File: src/design/chained_byte_scrambler_defines.svh
// Assertion macros for the chained byte scrambler
`ifndef CHAINED_BYTE_SCRAMBLER_DEFINES_SVH
`define CHAINED_BYTE_SCRAMBLER_DEFINES_SVH

// Check that cons holds in the cycle after ante.
`define CBS_ASSERT_NEXT(lbl, ante, cons) \
	lbl: assert property (@(posedge clk) disable iff (!arst_n) (ante) |=> (cons)) \
		else $error("scrambler check failed");

// Check that cons holds in the same cycle as ante.
`define CBS_ASSERT_NOW(lbl, ante, cons) \
	lbl: assert property (@(posedge clk) disable iff (!arst_n) (ante) |-> (cons)) \
		else $error("scrambler check failed");

`endif

File: src/design/cbs_pkg.sv
// Shared types, constants and rotate helpers for the chained byte scrambler
package cbs_pkg;

	localparam int unsigned ByteW   = 8;
	localparam int unsigned KeyW    = 32;
	localparam int unsigned CfgIdxW = 1;
	localparam int unsigned Rounds  = 7;
	localparam int unsigned AddW    = 5;
	localparam int unsigned ShiftW  = 3;

	typedef logic [ByteW-1:0] byte_t;

	typedef enum logic {
		OP_ENCODE = 1'b0,
		OP_DECODE = 1'b1
	} op_t;

	typedef enum logic [CfgIdxW-1:0] {
		REG_KEY_LOW  = 1'b0,
		REG_KEY_HIGH = 1'b1
	} reg_idx_t;

	function automatic byte_t rotl8(input byte_t v, input logic [ShiftW-1:0] s);
		logic [2*ByteW-1:0] w;
		begin
			w = {v, v} << s;
			return w[2*ByteW-1:ByteW];
		end
	endfunction

	function automatic byte_t rotr8(input byte_t v, input logic [ShiftW-1:0] s);
		logic [2*ByteW-1:0] w;
		begin
			w = {v, v} >> s;
			return w[ByteW-1:0];
		end
	endfunction

endpackage

File: src/design/cbs_core.sv
// Combinational encode and decode datapath of one byte
module cbs_core (
	input  logic                          operation,
	input  cbs_pkg::byte_t                data_byte,
	input  cbs_pkg::byte_t                chain,
	input  logic [cbs_pkg::KeyW-1:0]      key_low,
	input  logic [cbs_pkg::KeyW-1:0]      key_high,
	output cbs_pkg::byte_t                result_byte
);

	logic [2*cbs_pkg::KeyW-1:0] key;
	cbs_pkg::byte_t             enc;
	cbs_pkg::byte_t             dec;
	cbs_pkg::byte_t             kb;
	cbs_pkg::byte_t             add0;

	assign key  = {key_high, key_low};
	assign add0 = key[cbs_pkg::ByteW-1:0];

	always_comb begin
		enc = (data_byte ^ chain) + add0;
		kb  = '0;
		for (int r = 1; r <= cbs_pkg::Rounds; r++) begin
			kb  = key[r*cbs_pkg::ByteW +: cbs_pkg::ByteW];
			enc = cbs_pkg::rotl8(enc, kb[cbs_pkg::ByteW-1 -: cbs_pkg::ShiftW]);
			enc = enc + {{(cbs_pkg::ByteW-cbs_pkg::AddW){1'b0}}, kb[cbs_pkg::AddW-1:0]};
		end
		dec = data_byte;
		for (int r = cbs_pkg::Rounds; r >= 1; r--) begin
			kb  = key[r*cbs_pkg::ByteW +: cbs_pkg::ByteW];
			dec = dec - {{(cbs_pkg::ByteW-cbs_pkg::AddW){1'b0}}, kb[cbs_pkg::AddW-1:0]};
			dec = cbs_pkg::rotr8(dec, kb[cbs_pkg::ByteW-1 -: cbs_pkg::ShiftW]);
		end
		dec = (dec - add0) ^ chain;
	end

	assign result_byte = (cbs_pkg::op_t'(operation) == cbs_pkg::OP_DECODE) ? dec : enc;

endmodule

File: src/design/chained_byte_scrambler.sv
// Top level of the chained byte scrambler
// Usage:
//   Input channel (in_valid/in_ready) carries operation, data_byte, first and seed.
//   Output channel (out_valid/out_ready) carries result_byte, one per input byte.
//   Config channel (cfg_valid/cfg_ready) writes key_low (index 0) or key_high
//   (index 1); cfg_ready is always high. Write keys only while the block is idle.
//   Each input transfer lands in an input register; the combinational encode or decode
//   pass runs from there into the result register, which also updates the chain
//   byte. out_valid is registered and rises when the result register is loaded.
//   Throughput is one byte per cycle while the receiver does not stall.
//   A byte with first set uses seed as chain; otherwise the previous chain is used.
//   When the receiver stalls, the result is held and the input register fills;
//   in_ready then drops until the result is taken.
//   Reset clears the keys, the chain byte and both valid flags.
module chained_byte_scrambler (
	input  logic                             clk,
	input  logic                             arst_n,
	input  logic                             in_valid,
	output logic                             in_ready,
	input  logic                             operation,
	input  logic [cbs_pkg::ByteW-1:0]        data_byte,
	input  logic                             first,
	input  logic [cbs_pkg::ByteW-1:0]        seed,
	output logic                             out_valid,
	input  logic                             out_ready,
	output logic [cbs_pkg::ByteW-1:0]        result_byte,
	input  logic                             cfg_valid,
	output logic                             cfg_ready,
	input  logic [cbs_pkg::CfgIdxW-1:0]      cfg_index,
	input  logic [cbs_pkg::KeyW-1:0]         cfg_data
);

	`include "chained_byte_scrambler_defines.svh"

	logic                       valid_s1;
	logic                       op_s1;
	cbs_pkg::byte_t             data_s1;
	logic                       first_s1;
	cbs_pkg::byte_t             seed_s1;
	logic                       out_valid_q;
	cbs_pkg::byte_t             result_q;
	cbs_pkg::byte_t             chain_q;
	logic [cbs_pkg::KeyW-1:0]   key_low_q;
	logic [cbs_pkg::KeyW-1:0]   key_high_q;
	cbs_pkg::byte_t             chain_sel;
	cbs_pkg::byte_t             core_res;
	logic                       advance;

	assign advance   = valid_s1 && (!out_valid_q || out_ready);
	assign in_ready  = !valid_s1 || advance;
	assign cfg_ready = 1'b1;
	assign out_valid   = out_valid_q;
	assign result_byte = result_q;
	assign chain_sel   = first_s1 ? seed_s1 : chain_q;

	cbs_core u_core (
		.operation   (op_s1),
		.data_byte   (data_s1),
		.chain       (chain_sel),
		.key_low     (key_low_q),
		.key_high    (key_high_q),
		.result_byte (core_res)
	);

	// Keys
	always_ff @(posedge clk or negedge arst_n) begin
		if (!arst_n) begin
			key_low_q  <= '0;
			key_high_q <= '0;
		end else if (cfg_valid) begin
			unique case (cbs_pkg::reg_idx_t'(cfg_index))
				cbs_pkg::REG_KEY_LOW:  key_low_q  <= cfg_data;
				cbs_pkg::REG_KEY_HIGH: key_high_q <= cfg_data;
				default: ;
			endcase
		end
	end

	// Input register
	always_ff @(posedge clk or negedge arst_n) begin
		if (!arst_n) begin
			valid_s1 <= 1'b0;
		end else if (in_ready) begin
			valid_s1 <= in_valid;
		end
	end

	always_ff @(posedge clk) begin
		if (in_valid && in_ready) begin
			op_s1    <= operation;
			data_s1  <= data_byte;
			first_s1 <= first;
			seed_s1  <= seed;
		end
	end

	// Result register and chain
	always_ff @(posedge clk or negedge arst_n) begin
		if (!arst_n) begin
			out_valid_q <= 1'b0;
			chain_q     <= '0;
		end else begin
			if (advance) begin
				out_valid_q <= 1'b1;
				chain_q     <= (cbs_pkg::op_t'(op_s1) == cbs_pkg::OP_DECODE) ?
					data_s1 : core_res;
			end else if (out_ready) begin
				out_valid_q <= 1'b0;
			end
		end
	end

	always_ff @(posedge clk) begin
		if (advance) begin
			result_q <= core_res;
		end
	end

	`CBS_ASSERT_NEXT(a_in_lands, in_valid && in_ready, valid_s1)
	`CBS_ASSERT_NEXT(a_enc_chain, advance && !op_s1, chain_q == result_q && out_valid_q)
	`CBS_ASSERT_NEXT(a_dec_chain, advance && op_s1, chain_q == $past(data_s1))
	`CBS_ASSERT_NOW(a_full_blocks, valid_s1 && out_valid_q && !out_ready, !in_ready)

endmodule

File: config.mk
export PLATFORM = sky130hd
export DESIGN_NAME = chained_byte_scrambler
export DESIGN_NICKNAME = d
export VERILOG_FILES = /design/src/design/cbs_pkg.sv /design/src/design/cbs_core.sv /design/src/design/chained_byte_scrambler.sv
export VERILOG_INCLUDE_DIRS = /design/src /design/src/design
export SDC_FILE = /design/constraint.sdc
export NUM_CORES = 1
export LEC_CHECK = 0
export BUFFER_PORTS_ARGS = -buffer_cell sky130_fd_sc_hd__buf_4
export CAP_MARGIN = 20
export CELL_PAD_IN_SITES_DETAIL_PLACEMENT = 1
export CELL_PAD_IN_SITES_GLOBAL_PLACEMENT = 1
export CORE_AREA = 2 2 208 210
export CTS_CLUSTER_DIAMETER = 80
export DETAILED_ROUTE_END_ITERATION = 6
export DIE_AREA = 0 0 210 212
export HOLD_SLACK_MARGIN = 0.15
export PLACE_DENSITY_LB_ADDON = 0.1
export SYNTH_ARGS = -nofsm -noshare
export SYNTH_HDL_FRONTEND = slang
export SYNTH_SLANG_ARGS = --single-unit
File: constraint.sdc
create_clock -name clk -period 22.1 [get_ports clk]
set_input_delay 1.105 -clock clk [delete_from_list [all_inputs] [get_ports clk]]
set_output_delay 1.105 -clock clk [all_outputs]
set_load 0.05 [all_outputs]
==> run_results.csv, run 1 <==
group,metric,value,unit
critical_path,max_stage_delay,0.54,ns
routing,viasPerCell,5.97,
clock_network,htree_levels,3,
timing,worst_pin_slew,0.984,ns
critical_path,critical_path.startpoint_type,"flop",
place,pre_cts_slack,1.13,ns
clock_network,clk_latency,0.36,ns
synth,synth_top_area_frac,0.123,
final_layout,area_delta_synth_final,7.29,%
synth,synth_area_leaders,"dfrtp_1 (12%), ha_1 (7.7%), edfxtp_1 (5.2%)",
timing,whs,0.514,ns
critical_path,cp_slowest_cell,"mux4_2",
global_routing,grt_max_degree,72,
routing,drt_iter0_markers,767,
synth,ys_seq_area_frac,0.175,
floorplan,dieArea,44500,um^2
final_layout,instances_no_fill,2425,
global_routing,track_usage,0.240,
critical_path,worstReg2RegEnd,"result_byte[7]$_DFFE_PP_",
final_layout,regArea,2630,um^2
timing,maxSlewHeadroom,0.344,
floorplan,placementRows,76,
global_routing,grt_pass1_vias,14621,
job,maxCapViolCount,0,
final_layout,multiInputGateArea,11400,um^2
synth,ys_ff_latch,100,
final_layout,drive_gt1_frac,0.139,
clock_network,clk_pin_slew,0.09,ns
clock_network,clockRootBuffer,"clkbuf_16",
timing,finalHoldViolations,0,
routing,postRouteWirelength,53500,um
place,place.gp.congestion,0.901,
clock_network,cts_tree,"built",
critical_path,worstPathRequired,22.33,ns
global_routing,grt-ovfl-total,0,
final_layout,diodes,0,
timing,clock-skew-final,0.0178,ns
synth,synthArstFlopShare,0.740,
clock_network,cts_buffers,9,
floorplan,core_area,42500,um^2
synth,synth_edf_count,26,
timing,slew_violations,0,
routing,wl_per_cell,22.1,um
final_layout,design_area,16200,um^2
synth,yosys_warnings,0,
timing,setup_ws,1.69,ns
place,dp_cells,2404,
critical_path,r2r-start,"first_s1$_DFFE_PP_",
clock_network,cts_sinks,100,
critical_path,rrSetupSlack,1.69,ns
timing,setup_viol,0,
final_layout,nFillCells,5124,
clock_network,clockBufferDepth,2,
place,dpl.hpwl,43000,um
synth,ys_top_cells_by_count,"nand2_1 (189), nor2_1 (166), o21ai_0 (128)",
critical_path,ff2ff_path_depth,92,
synth,synth.largest_area_cell,"dfrtp_1",
synth,netlist_instances,1880,
timing,max_freq,0.0490,GHz
synth,ys.flop_type,"dfrtp_1",
floorplan,io_pins,67,
timing,fin_crit_sh,0.923,
routing,first_pass_iters,5,
synth,synth_area_per_cell,8.02,um^2
place,io_buffers,65,
synth,synth_cell_type_count,125,
global_routing,grt_antenna_before_repair,1,
critical_path,arrival,20.64,ns
floorplan,die_y,212,um
timing,min_period,20.41,ns
critical_path,cp_max_fo,7,
routing,ant_nets,0,
clock_network,hold_buffers,0,
synth,syn-num-nets,2045,
routing,vias,14476,
critical_path,cpMostUsedCell,"a21oi_1",
run_status,outcome,"completed",
routing,drc,0,
min_path,hp-class,"input port to asynchronous set/reset pin",
synth,yosysMostFrequentCell,"nand2_1",
critical_path,cp-end-kind,"flop",
final_layout,fin_nets,2039,
global_routing,grt_pass1_wl,84400,um
critical_path,path_class,"flop to flop",
floorplan,die_w,210,um
synth,mappedNetlistArea,15100,um^2
floorplan,initial_core_util,0.355,
place,dpl_cell_area,15800,um^2
-- routing by layer --
layer	GRT usage	part of all wire
met5	0	0
met4	0.0540	0.019
met3	0.0152	0.018
met2	0.406	0.47
met1	0.337	0.49
-- cell families after synthesis --
group           synth area share
compound gates             0.277
xor+xnor                  0.0630
fa+ha+maj                 0.0984
buf+inv                   0.0694
flops                      0.175
mux                        0.125
other cells             0.000249
simple gates               0.193
-- layout make-up --
class,count,share of cell area
clock buffer,9,0.0139
clock inverter,7,0.00533
inverter,111,0.0259
multi-input combinational,1558,0.706
sequential,100,0.163
tap,546,0.0422
timing repair buffer,94,0.0436
-- cells in the final DEF, fill, tap and decap left out, types with 15 or more instances in the layout --
cell      instances
edfxtp_1         26
a21oi_1         114
nor2_1          166
xnor2_1          70
ha_1             93
fa_1             16
nor2b_1          21
a211oi_1         29
xor2_1           31
nor4_1           15
inv_1           104
nand3_1          40
a31oi_1          17
o211ai_1         26
nand2_1         188
a21o_1           50
mux4_2           18
mux2i_1          76
nand2b_1         31
mux2_2           59
nor3_1           25
buf_4            94
o21ai_0         128
dfrtp_1          74
-- worst max-delay path by stage --
stage | startpoint | endpoint | slack (ns) | depth (start not counted)
5_1_grt | first_s1$_DFFE_PP_ | result_byte[7]$_DFFE_PP_ | -0.03 | 98
2_1_floorplan | first_s1$_DFFE_PP_ | result_byte[7]$_DFFE_PP_ | 4.27 | 98
3_3_place_gp | first_s1$_DFFE_PP_ | result_byte[7]$_DFFE_PP_ | 1.86 | 97
3_5_place_dp | first_s1$_DFFE_PP_ | result_byte[7]$_DFFE_PP_ | 1.13 | 97
6_report | first_s1$_DFFE_PP_ | result_byte[7]$_DFFE_PP_ | 1.69 | 92
4_1_cts | first_s1$_DFFE_PP_ | result_byte[7]$_DFFE_PP_ | 1.06 | 97
-- critical path, delay by kind of cell, from the launching register on --
kind | cells | cell delay, ns
adder cells (fa/ha/maj) | 10 | 2.69
AO/OA/AOI/OAI | 49 | 11.13
multiplexers | 7 | 2.00
flip-flops | 1 | 0.37
buffers and inverters | 7 | 0.82
AND/OR/NAND/NOR | 15 | 2.21
XOR/XNOR | 4 | 1.05
-- registers in the layout (all words and copies together), names as in the netlist --
name and flops:
op_s1 1, result_byte 8, chain_q 8, key_high_q 32, out_valid 1, data_s1 8, seed_s1 8, valid_s1 1
key_low_q 32, first_s1 1
-- metrics by stage --
stage / setup TNS, ns / util
floorplan: 0 / -
global placement: 0 / 0.372
detailed placement: 0 / 0.372
CTS: 0 / 0.379
global route: -0.0256 / 0.381
finish: 0 / 0.381
-- repair_timing --
item / CTS / global route
setup endpoints to repair: 0 / 8
buffers inserted: 0 / 5
gates resized for setup: 0 / 5
Power of run 1 is left out: the tool's default activity adds up to more than one toggle a clock period on the data nets, which glitch-free logic cannot reach.
==> run 2: changes to the inputs <==
- clock period: 22.1 -> 19.45 ns (I/O delays scaled with it)
==> run_results.csv, run 2 (synthesis gave the netlist of run 1 again) <==
group,metric,value,unit
global_routing,use_met2,0.426,
global_routing,grt-ovfl-total,0,
timing,maxSlewHeadroom,0.372,
floorplan,dieArea,44500,um^2
place,place.gp.congestion,0.865,
global_routing,busiest_layer,"met2",
clock_network,htree_levels,3,
floorplan,die_w,210,um
floorplan,die_y,212,um
place,dpl.hpwl,44200,um
place,dp_cells,2439,
critical_path,max_stage_delay,0.54,ns
global_routing,grt_antenna_before_repair,0,
critical_path,arrival,18.53,ns
clock_network,clockBufferDepth,2,
place,io_buffers,65,
routing,drc,0,
clock_network,clockRootBuffer,"clkbuf_16",
clock_network,cts_sinks,100,
routing,vias,14832,
critical_path,crit_family,"compound AO/OA/AOI/OAI gates",
timing,setup_viol,0,
clock_network,clk_latency,0.36,ns
timing,finalHoldViolations,0,
routing,viasPerCell,5.95,
timing,slew_violations,0,
timing,max_freq,0.0543,GHz
run_status,outcome,"completed",
floorplan,placementRows,76,
critical_path,cp_slowest_cell,"mux4_2",
global_routing,track_usage,0.243,
routing,first_pass_iters,5,
critical_path,path_buf_inv,15,
timing,clock-skew-final,0.0121,ns
final_layout,drive_gt1_frac,0.228,
job,maxCapViolCount,0,
final_layout,instances_no_fill,2493,
routing,postRouteWirelength,55100,um
timing,worst_pin_slew,0.941,ns
final_layout,fin_nets,2107,
final_layout,diodes,0,
final_layout,layout_commonest_cell,"nand2_1",
routing,ant_nets,0,
critical_path,worstPathRequired,19.55,ns
timing,min_period,18.43,ns
routing,drt_iter0_markers,836,
final_layout,final_cell_mix,"nand2_1 (189), buf_4 (161), nor2_1 (159)",
routing,wl_per_cell,22.1,um
timing,whs,0.469,ns
critical_path,cpMostUsedCell,"inv_1",
final_layout,reg.largest.list,"key_high_q x32, key_low_q x32",
global_routing,grt_pass1_vias,14722,
min_path,hp-class,"input port to asynchronous set/reset pin",
timing,finalSetupTns,0,ns
clock_network,cts_tree,"built",
floorplan,core_area,42500,um^2
clock_network,hold_buffers,0,
global_routing,grt_pass1_wl,85700,um
critical_path,cp_max_fo,8,
critical_path,cp-end-kind,"flop",
clock_network,clk_pin_slew,0.08,ns
floorplan,initial_core_util,0.355,
global_routing,use_met1,0.337,
final_layout,area_delta_synth_final,14.8,%
critical_path,path_class,"flop to flop",
final_layout,final_util,0.407,
clock_network,cts_buffers,9,
global_routing,grt_max_degree,63,
floorplan,io_pins,67,
critical_path,critical_path.startpoint_type,"flop",
timing,fin_crit_sh,0.947,
global_routing,met3_usage,0.0126,
## run 2: changes by cell type in the layout (fill, tap and decap cells not counted), moves of 7 or more
| cell | delta |
|---|---|
| mux2i_1 | -9 |
| nor2_1 | -7 |
| o21ai_0 | -10 |
| ha_2 | +8 |
| buf_4 | +67 |
| ha_1 | -11 |
| o21ai_2 | +8 |
| a21oi_2 | +22 |
| xnor2_1 | -8 |
| xnor2_2 | +8 |
| a21oi_1 | -23 |
## run 2: per-layer routing
| layer | share of wire | up-vias | wire [um] |
|---|---|---|---|
| met4 | 0.013 | 0 | 712 |
| met2 | 0.49 | 234 | 26900 |
| met1 | 0.48 | 7487 | 26400 |
| met5 | 0 | - | 0 |
| met3 | 0.020 | 42 | 1120 |
| li1 | - | 7069 | - |
## run 2: repair_timing
item | CTS | global route
pin swaps | 0 | 49
setup endpoints to repair | 4 | 16
buffers inserted | 0 | 38
resized for setup | 5 | 145
## run 2: layout make-up
cell class | count | area, um^2
flip-flops and latches | 100 | 2630
multi-input cells | 1558 | 12100
well taps | 546 | 683
inverters | 111 | 419
clock inverters | 7 | 67.6
fillers | 5074 | 25200
clock buffers | 9 | 225
repair buffers | 162 | 1220
## run 2: worst reg2reg max path: cells and delay by family, from the launching register on
family          cells  cell delay [ns]
compound gates     46             7.61
xor+xnor            3             0.55
fa+ha+maj          13             3.32
buf+inv            15             1.40
flops               1             0.35
mux                 7             2.55
simple gates       15             2.41
## run 2: worst paths after layout
check                                startpoint                   endpoint  slack [ns]  cells past startpoint
max in group asynchronous                arst_n  key_high_q[1]$_DFFE_PN0P_       17.87                      2
max reg2reg                  first_s1$_DFFE_PP_   result_byte[7]$_DFFE_PP_        1.02                     99
max                          first_s1$_DFFE_PP_   result_byte[7]$_DFFE_PP_        1.02                     99
min                                      arst_n       valid_s1$_DFFE_PN0N_        0.47                      1
min in group clk           valid_s1$_DFFE_PN0N_      out_valid$_DFFE_PN0P_        0.51                      1
min reg2reg                valid_s1$_DFFE_PN0N_      out_valid$_DFFE_PN0P_        0.51                      1
## run 2: through the flow
step / cell area [um^2] / setup slack [ns]
after detailed placement: 16100 / -0.192
final: 17300 / 1.02
after global placement: 16100 / 0.286
after global routing: 17300 / -0.169
after floorplan: 15100 / 1.62
after CTS: 16400 / 0.0230
Power of run 2 is left out for the same reason.
==> run 3: changes to the inputs <==
--- a/config.mk
+++ b/config.mk
@@ -11,11 +11,12 @@
 export CELL_PAD_IN_SITES_DETAIL_PLACEMENT = 1
 export CELL_PAD_IN_SITES_GLOBAL_PLACEMENT = 1
-export CORE_AREA = 2 2 208 210
+export CORE_AREA = 2 2 206 208
 export CTS_CLUSTER_DIAMETER = 80
 export DETAILED_ROUTE_END_ITERATION = 6
-export DIE_AREA = 0 0 210 212
+export DIE_AREA = 0 0 208 210
 export HOLD_SLACK_MARGIN = 0.15
 export PLACE_DENSITY_LB_ADDON = 0.1
 export SYNTH_ARGS = -nofsm -noshare
 export SYNTH_HDL_FRONTEND = slang
+export SYNTH_HIERARCHICAL = 1
 export SYNTH_SLANG_ARGS = --single-unit
==> constraint.sdc (replaced) <==
create_clock -name clk -period 19.45 [get_ports clk]
set_input_delay 0.9725 -clock clk [delete_from_list [all_inputs] [get_ports clk]]
set_output_delay 0.9725 -clock clk [all_outputs]
set_load 0.01 [all_outputs]
==> run_results.csv, run 3 <==
group,metric,value,unit
run_status,outcome,"completed",
final_layout,final_util,0.408,
critical_path,worstPathRequired,19.64,ns
final_layout,drive_gt1_frac,0.222,
routing,drt_iter0_markers,788,
synth,ys_top_cells_by_count,"nor2_1 (161), a21oi_1 (132), nand2_1 (132)",
routing,wl_per_cell,22.3,um
synth,synthArstFlopShare,0.740,
synth,yosys_warnings,6,
place,dp_cells,2353,
critical_path,cp-end-kind,"flop",
final_layout,layout_commonest_cell,"nor2_1",
timing,maxSlewHeadroom,0.283,
critical_path,arrival,18.63,ns
timing,worst_pin_slew,1.07,ns
floorplan,die_w,208,um
routing,vias,14304,
final_layout,diodes,0,
job,maxCapViolCount,0,
clock_network,clk_latency,0.36,ns
critical_path,cp_max_fo,4,
clock_network,cts_buffers,9,
synth,synth_area_leaders,"dfrtp_1 (13%), ha_1 (7.9%), mux2_2 (6.6%)",
critical_path,ff2ff_path_depth,103,
timing,slew_violations,0,
final_layout,fin_nets,2025,
final_layout,nFillCells,4929,
final_layout,final_cell_mix,"nor2_1 (159), buf_4 (134), nand2_1 (132)",
floorplan,io_pins,67,
critical_path,cp_slowest_cell,"edfxtp_1",
global_routing,track_usage,0.239,
min_path,hp-class,"input port to asynchronous set/reset pin",
critical_path,worstReg2RegEnd,"chain_q[7]$_DFFE_PN0P_",
routing,ant_nets,0,
global_routing,grt_pass1_wl,83200,um
synth,synth_top_area_frac,0.125,
critical_path,critPathLaunch,"first_s1$_DFFE_PP_",
floorplan,core_area,41500,um^2
place,io_buffers,65,
critical_path,r2r-start,"first_s1$_DFFE_PP_",
clock_network,cts_sinks,100,
clock_network,clockBufferDepth,2,
routing,drc,0,
clock_network,clockRootBuffer,"clkbuf_16",
critical_path,critical_path.startpoint_type,"flop",
clock_network,hold_buffers,0,
clock_network,clk_pin_slew,0.08,ns
global_routing,grt_max_degree,61,
global_routing,grt_pass1_vias,14172,
clock_network,htree_levels,3,
timing,finalHoldViolations,0,
final_layout,reg.largest.list,"key_high_q x32, key_low_q x32",
floorplan,initial_core_util,0.357,
timing,max_freq,0.0542,GHz
synth,mappedNetlistArea,14800,um^2
floorplan,placementRows,75,
synth,syn-num-nets,1988,
place,dpl.hpwl,42400,um
synth,synth.largest_area_cell,"dfrtp_1",
synth,synth_edf_count,26,
synth,netlist_instances,1823,
floorplan,dieArea,43700,um^2
critical_path,max_stage_delay,0.48,ns
critical_path,crit_path_end,"chain_q[7]$_DFFE_PN0P_",
synth,synth_cell_type_count,110,
critical_path,cpMostUsedCell,"a21oi_2",
global_routing,grt-ovfl-total,0,
critical_path,path_buf_inv,9,
global_routing,grt_antenna_before_repair,0,
critical_path,crit_family,"compound AO/OA/AOI/OAI gates",
clock_network,cts_tree,"built",
timing,clock-skew-final,0.0160,ns
synth,yosysMostFrequentCell,"nor2_1",
timing,fin_crit_sh,0.948,
routing,first_pass_iters,5,
floorplan,die_y,210,um
routing,postRouteWirelength,53600,um
critical_path,rrSetupSlack,1.00,ns
synth,synth_area_per_cell,8.11,um^2
synth,ys_seq_area_frac,0.178,
routing,viasPerCell,5.95,
critical_path,path_class,"flop to flop",
final_layout,area_delta_synth_final,14.3,%
place,place.gp.congestion,0.854,
final_layout,instances_no_fill,2404,
timing,setup_viol,0,
critical_path,path_depth,103,
timing,min_period,18.45,ns
synth,ys_ff_latch,100,
synth,ys.flop_type,"dfrtp_1",
run 3: cell count changes after synthesis, moves of 13 or more:
| cell | change |
|---|---|
| and2_1 | +16 |
| a31oi_1 | +15 |
| nand2_1 | -57 |
| buf_6 | -16 |
| o21ai_0 | -30 |
| xnor2_1 | -15 |
| clkbuf_1 | +16 |
| a21oi_1 | +17 |
| mux2_2 | +28 |
| mux2i_1 | -13 |
run 3: worst min path at each step:
stage                                     from                         end  slack, ns
CTS                                     arst_n      chain_q[5]$_DFFE_PN0P_       0.48
floorplan            key_low_q[13]$_DFFE_PN0P_   key_low_q[13]$_DFFE_PN0P_       0.48
global route                            arst_n      chain_q[5]$_DFFE_PN0P_       0.48
finish                                  arst_n   key_low_q[14]$_DFFE_PN0P_       0.49
global placement    key_high_q[20]$_DFFE_PN0P_  key_high_q[20]$_DFFE_PN0P_       0.53
detailed placement  key_high_q[19]$_DFFE_PN0P_  key_high_q[19]$_DFFE_PN0P_       0.54
run 3: final cells by class:
type | count | area, um^2 | area share
timing repair buffer | 135 | 1020 | 0.0602
multi-input combinational | 1507 | 11900 | 0.703
sequential | 100 | 2630 | 0.156
clock inverter | 6 | 61.3 | 0.00363
tap | 539 | 674 | 0.0399
inverter | 107 | 402 | 0.0237
clock buffer | 10 | 239 | 0.0141
run 3: worst reg2reg max path, delay by kind of cell (launching register included):
kind	cells	cell delay [ns]
AO/OA/AOI/OAI	45	7.56
adder cells (fa/ha/maj)	13	3.64
AND/OR/NAND/NOR	24	3.08
multiplexers	9	2.22
buffers and inverters	9	0.69
XOR/XNOR	3	0.62
flip-flops	1	0.48
run 3: metrics by stage:
stage          setup slack, ns  cell area [um^2]  setup TNS, ns  hold slack (ns)
6_report                  1.00             16900              0            0.487
5_1_grt                 -0.184             16900         -0.370            0.480
3_5_place_dp            -0.976             15700          -3.75            0.543
3_3_place_gp            -0.480             15700          -1.10            0.533
4_1_cts                 0.0295             16100              0            0.476
2_1_floorplan             2.57             14800              0            0.475
run 3: cells by family after synthesis:
kind of cell / synth area share
mux: 0.139
xor+xnor: 0.0601
simple gates: 0.184
other cells: 0.000253
buf+inv: 0.0606
compound gates: 0.278
flops: 0.178
fa+ha+maj: 0.100
run 3: what timing repair did:
item                                    4_1_cts  5_1_grt
gates resized for setup                      12      120
pin swaps                                     1       33
endpoints found under the setup margin       11       16
setup buffers                                 1       34
run 3: layer usage:
layer / up-vias / track usage / wire length (um) / share of wire
met2: 231 / 0.398 / 25200 / 0.47
met5: - / 0 / 0 / 0
met4: 0 / 0.0465 / 935 / 0.017
met1: 7206 / 0.339 / 26000 / 0.49
li1: 6822 / - / - / -
met3: 45 / 0.0210 / 1430 / 0.027
Power of run 3 is left out for the same reason.
